--- src/hw/rtl/slzm_pkg.sv ---
// ----------------------------------------------------------------------------
// slzm_pkg: shared types and constants for the SHA-1 leading-zero miner
// Holds commands, register indexes, the sequencer state type and helpers.
// ----------------------------------------------------------------------------
package slzm_pkg;

    localparam int COUNTER_BITS = 32;
    localparam int NUM_DIGITS   = (COUNTER_BITS + 5) / 6;
    // The digit counter also holds NUM_DIGITS for the load cycle of the round unit.
    localparam int DIG_W        = $clog2(NUM_DIGITS + 1);

    typedef enum logic [1:0] {
        CMD_LOAD_BLOCK = 2'd0,
        CMD_LOAD_CHAIN = 2'd1,
        CMD_RUN        = 2'd2,
        CMD_NONE       = 2'd3
    } cmd_t;

    localparam logic [1:0] REG_TARGET = 2'd0;
    localparam logic [1:0] REG_START  = 2'd1;
    localparam logic [1:0] REG_TAIL   = 2'd2;
    localparam logic [1:0] REG_MAXIT  = 2'd3;

    typedef enum logic [2:0] {
        ST_IDLE,
        ST_DIGITS,
        ST_ROUNDS,
        ST_FINISH,
        ST_JUDGE,
        ST_EMIT
    } state_t;

    // Handshake between sequencer and hash core.
    typedef struct packed {
        logic start;
        logic step;
        logic finish;
    } core_ctl_t;

    // Base64 alphabet entry for a six-bit value.
    function automatic logic [7:0] b64_char(input logic [5:0] v);
        logic [7:0] r;
        begin
            if (v < 6'd26)      r = 8'h41 + {2'b00, v};
            else if (v < 6'd52) r = 8'h61 + {2'b00, v} - 8'd26;
            else if (v < 6'd62) r = 8'h30 + {2'b00, v} - 8'd52;
            else if (v == 6'd62) r = 8'h2B;
            else                 r = 8'h2F;
            return r;
        end
    endfunction

endpackage

--- src/hw/rtl/slzm_core.sv ---
// ----------------------------------------------------------------------------
// slzm_core: iterative SHA-1 compression round unit
// One round per cycle over a 16-word schedule window, then the feed-forward of the first two words.
// ----------------------------------------------------------------------------
module slzm_core
    import slzm_pkg::*;
(
    input  logic              clk,
    input  logic              rst_n,
    input  core_ctl_t         ctl,
    input  logic [6:0]        round,
    input  logic [15:0][31:0] blk,
    input  logic [4:0][31:0]  chain,
    output logic [63:0]       digest_top
);

    logic [15:0][31:0] w_reg, w_next;
    logic [4:0][31:0]  h_reg, h_next;
    logic [31:0] wt, f, k, tmp, a, b, c, d, e;

    assign a = h_reg[0];
    assign b = h_reg[1];
    assign c = h_reg[2];
    assign d = h_reg[3];
    assign e = h_reg[4];

    // Round function and schedule expansion for the current round.
    always_comb
    begin
        logic [31:0] x;
        x = w_reg[13] ^ w_reg[8] ^ w_reg[2] ^ w_reg[0];
        wt = (round < 7'd16) ? w_reg[0] : {x[30:0], x[31]};
        if (round < 7'd20)
        begin
            f = d ^ (b & (c ^ d));
            k = 32'h5A827999;
        end
        else if (round < 7'd40)
        begin
            f = b ^ c ^ d;
            k = 32'h6ED9EBA1;
        end
        else if (round < 7'd60)
        begin
            f = (b & (c | d)) | (c & d);
            k = 32'h8F1BBCDC;
        end
        else
        begin
            f = b ^ c ^ d;
            k = 32'hCA62C1D6;
        end
        tmp = {a[26:0], a[31:27]} + f + e + k + wt;
    end

    // Next state of window and working variables.
    always_comb
    begin
        w_next = w_reg;
        h_next = h_reg;
        if (ctl.start)
        begin
            w_next = blk;
            h_next = chain;
        end
        else if (ctl.step)
        begin
            w_next = {wt, w_reg[15:1]};
            h_next = {d, c, {b[1:0], b[31:2]}, a, tmp};
        end
        else if (ctl.finish)
        begin
            h_next[0] = a + chain[0];
            h_next[1] = b + chain[1];
        end
    end

    always_ff @(posedge clk or negedge rst_n)
    begin
        if (!rst_n)
        begin
            w_reg <= '0;
            h_reg <= '0;
        end
        else
        begin
            w_reg <= w_next;
            h_reg <= h_next;
        end
    end

    assign digest_top = {h_reg[0], h_reg[1]};

endmodule
--- config.mk ---
export PLATFORM = sky130hd
export DESIGN_NAME = slzm_core
export DESIGN_NICKNAME = d
export VERILOG_FILES = /design/src/hw/rtl/slzm_pkg.sv /design/src/hw/rtl/slzm_core.sv
export SDC_FILE = /design/constraint.sdc
export NUM_CORES = 2
export LEC_CHECK = 0
export BUFFER_PORTS_ARGS = -buffer_cell sky130_fd_sc_hd__buf_2
export CAP_MARGIN = 20
export CORE_AREA = 2 2 405 407
export DETAILED_ROUTE_END_ITERATION = 16
export DIE_AREA = 0 0 407 409
export PLACE_DENSITY = 0.38
export SETUP_SLACK_MARGIN = 0.2
export SYNTH_ARGS = -nofsm -noshare
export SYNTH_HDL_FRONTEND = slang
export SYNTH_SLANG_ARGS = --single-unit
--- constraint.sdc ---
create_clock -name clk -period 7 [get_ports clk]
set_input_delay 0.35 -clock clk [delete_from_list [all_inputs] [get_ports clk]]
set_output_delay 0.35 -clock clk [all_outputs]
set_load 0.05 [all_outputs]
==> results.yml <==
run_status:
  status: "finished, final reports clean"
clocking:
  cts_tree: "yes"
  clkLatencyLatePin_ns: 0.74
  clock_path_buffers: 3
  htreeDepth: 3
  cts_setup_buffers: 0
  holdBufCountCts: 683
  clk_pin_slew_ns: 0.06
  cts_resized: 0
  cts_root_buf: "clkbuf_16"
  cts_sinks: 672
  numCtsBuffers: 88
synthesis:
  synth_enable_flop_cells: 0
  synthFlopType: "dfrtp_1"
  ys.warnings.count: 0
  syn_area_per_cell_um2: 9.58
  synth.distinct_cells: 84
  synthArstFlopShare_pct: 100
  syn_area_um2: 40300
  synth_nets: 5107
  ys_seq_elements: 672
  synthCells: 4203
  yosysSeqAreaShare_pct: 41.7
critical_path:
  critPathLaunchType: "flip-flop"
  worstSetupPathType: "flip-flop to flip-flop"
  arrival_ns: 6.70
  required_ns: 7.63
  crit_buf_inv: 2
  cp_common_cell: "fa_1"
  cp_cell_sequence: "xnor2_1, xnor2_1, o21ai_0, fa_1, fa_1, inv_1, fa_1, inv_1, ha_1, o21ai_1, o21a_1, a311o_2, nor4_2, o31a_2, a41oi_2, o221ai_2, xor2_1, o21ai_1, a31oi_1"
  cp-end-kind: "flip-flop"
  regToRegEndpoint: "a[30]"
  rrSetupSlack_ns: 0.94
  reg2reg_depth: 19
  crit_slowest_cell: "o21ai_0"
  r2r_start: "w_reg[421]"
  slowest_delay_ns: 0.61
  crit_fanout: 5
  critPathTopFamily: "compound AO/OA/AOI/OAI gates"
global_routing:
  overflow: 0
  grtUsageMet1_pct: 28.4
  grt_pass1_wl_um: 269000
  use_met3_pct: 4.44
  grtUsageMet2_pct: 38.0
  globalRoute.busiestLayer: "met2"
  grt_use_total_pct: 22.6
  antenna_found_initial: 55
  grt_pass1_vias: 37700
  grt_max_degree: 209
layout:
  mostFrequentLayoutCells: "buf_2 (743), nand2_1 (719), o21ai_0 (694)"
  final_common_cell: "buf_2"
  fin_cells: 7808
  largest_register_ffs: 512
  fill_cells: 16900
  finalNetCount: 6447
  layout-drive-gt1-share_pct: 17.9
  area_growth_syn_to_layout_pct: 40.2
pwr:
  power_w: 0.0234
  p_per_area_nw_per_um2: 415
  swShare_pct: 45.5
  peakVddDrop_v: 0.000530
  intPower_w: 0.0128
  power_switching_w: 0.0107
  p_leak_nw: 26.4
  seqPwrFrac_pct: 22.5
  clockPowerShare_pct: 20.6
  power_frac_comb_pct: 56.9
routing:
  wl_per_cell_um: 24.6
  firstDrtPassIters: 7
  ant_nets: 0
  route.vias.total: 36400
  routed_wl_um: 192000
  viasPerCell: 4.66
  drtIter0Drc: 2088
  drc_errors: 0
sta:
  relSlewSlack_pct: 24.7
  tightestPinTransition_ns: 1.13
  setup_viol: 0
  fmax_mhz: 165
  finalHoldViolCount: 0
  fin_crit_ns: 6.06
  slew_violations: 0
  rsz0062_at_grt: "false"
  period_share_pct: 86.6
  worst_slack_ns: 0.935
  setup_tns_ns: 0
  hold_ws_ns: 0.0142
  skew_ns: 0.0630
floorplan:
  initial_core_util_pct: 24.9
  core_um2: 162000
  die_h_um: 409
  dieArea_um2: 166000
  rows: 148
  ios: 748
  die_x_um: 407
hold_path:
  hp-start: "chain[158]"
  holdCritPathClass: "input pin to flip-flop"
  min_path_cells: 3
  hold_path_end: "e[30]"
placement:
  pre_cts_slack_ns: 0.767
  placed_cells: 6944
  numPortBuffers: 745
  place.gp.congestion: 0.885
  dp_hpwl_um: 146000
run:
  drv_cap: 0
-- worst reg2reg max path, stage by stage, from the launching register on --
cell,delay (ns)
dfrtp_1,0.52
xnor2_1,0.54
xnor2_1,0.11
o21ai_0,0.61
fa_1,0.56
fa_1,0.52
inv_1,0.05
fa_1,0.47
inv_1,0.04
ha_1,0.28
o21ai_1,0.12
o21a_1,0.19
a311o_2,0.45
nor4_2,0.42
o31a_2,0.25
a41oi_2,0.17
o221ai_2,0.20
xor2_1,0.24
o21ai_1,0.08
a31oi_1,0.18
-- synthesized netlist by cell type, types with 4 or more instances --
master | number | share of area (%)
a211o_1 | 4 | 0.087
a211oi_1 | 14 | 0.26
a21o_1 | 34 | 0.63
a21oi_1 | 146 | 1.8
a221o_1 | 17 | 0.42
a221oi_1 | 5 | 0.11
a311oi_1 | 4 | 0.087
a31o_2 | 5 | 0.11
a31oi_1 | 12 | 0.19
a41oi_1 | 5 | 0.11
and3_1 | 7 | 0.11
and4_1 | 4 | 0.087
buf_1 | 33 | 0.31
clkbuf_1 | 220 | 2.1
dfrtp_1 | 672 | 42
fa_1 | 122 | 6.1
ha_1 | 98 | 3.0
inv_1 | 192 | 1.8
mux2i_1 | 637 | 16
nand2_1 | 720 | 6.7
nand2b_1 | 6 | 0.093
nand3_1 | 14 | 0.17
nand4_1 | 9 | 0.14
nor2_1 | 125 | 1.2
nor2b_1 | 10 | 0.16
nor3_1 | 14 | 0.17
o211ai_1 | 11 | 0.21
o21a_1 | 25 | 0.47
o21ai_0 | 700 | 8.7
o21ai_1 | 9 | 0.11
o21bai_1 | 6 | 0.11
o221a_2 | 5 | 0.14
o221ai_1 | 15 | 0.33
o22ai_1 | 43 | 0.67
o31ai_1 | 6 | 0.11
or3_1 | 8 | 0.12
xnor2_1 | 152 | 3.3
xor2_1 | 23 | 0.50
-- worst max-delay path by stage --
stage               start  endpoint  slack, ns  cells past startpoint
2_1_floorplan    round[2]     a[31]       1.23                     23
3_3_place_gp     round[4]     a[31]       0.77                     27
3_5_place_dp     round[4]     a[31]       0.77                     27
4_1_cts        w_reg[421]     a[30]       0.87                     19
5_1_grt        w_reg[419]     a[31]       0.54                     21
6_report       w_reg[421]     a[30]       0.94                     19
-- per-stage QoR --
step | util, % | area (µm²)
finish | 34.9 | 56500
global route | 34.8 | 56500
CTS | 34.8 | 56400
detailed placement | 28.7 | 46500
global placement | 28.7 | 46500
floorplan | - | 40300
-- metal layers --
layer / part of all wire [%] / wire length [µm]
met1: 43 / 82800
met2: 48 / 91800
met3: 4.9 / 9460
met4: 4.0 / 7690
met5: 0.16 / 312
-- cell families after synthesis --
family / synth area share (%)
and+or+nand+nor: 9.29
adders and majority gates: 9.11
DFF: 41.7
AOI/OAI and AO/OA: 15.9
xor gates and xnor gates: 3.80
buffers and inverters: 4.22
muxes: 15.9
-- power by group through the flow --
| stage | Sequential (W) | Combinational [W] | Clock [W] |
|---|---|---|---|
| floorplan | 0.00534 | 0.00904 | 0 |
| global placement | 0.00538 | 0.0130 | 0 |
| finish | 0.00527 | 0.0133 | 0.00483 |
| global route | 0.00535 | 0.0149 | 0.00510 |
| CTS | 0.00531 | 0.0134 | 0.00498 |
| detailed placement | 0.00538 | 0.0130 | 0 |
-- layout make-up --
type                    count  area [µm²]  area share, %
inverters                 196         736           1.30
flip-flops and latches    672       16800           29.8
multi-input cells        3079       21800           38.6
well taps                2175        2720           4.82
clock inverters            26         410          0.727
diodes                     18        45.0         0.0798
clock buffers             136        2650           4.70
repair buffers           1506       11300           20.0
(Power assumes the default switching activity.)
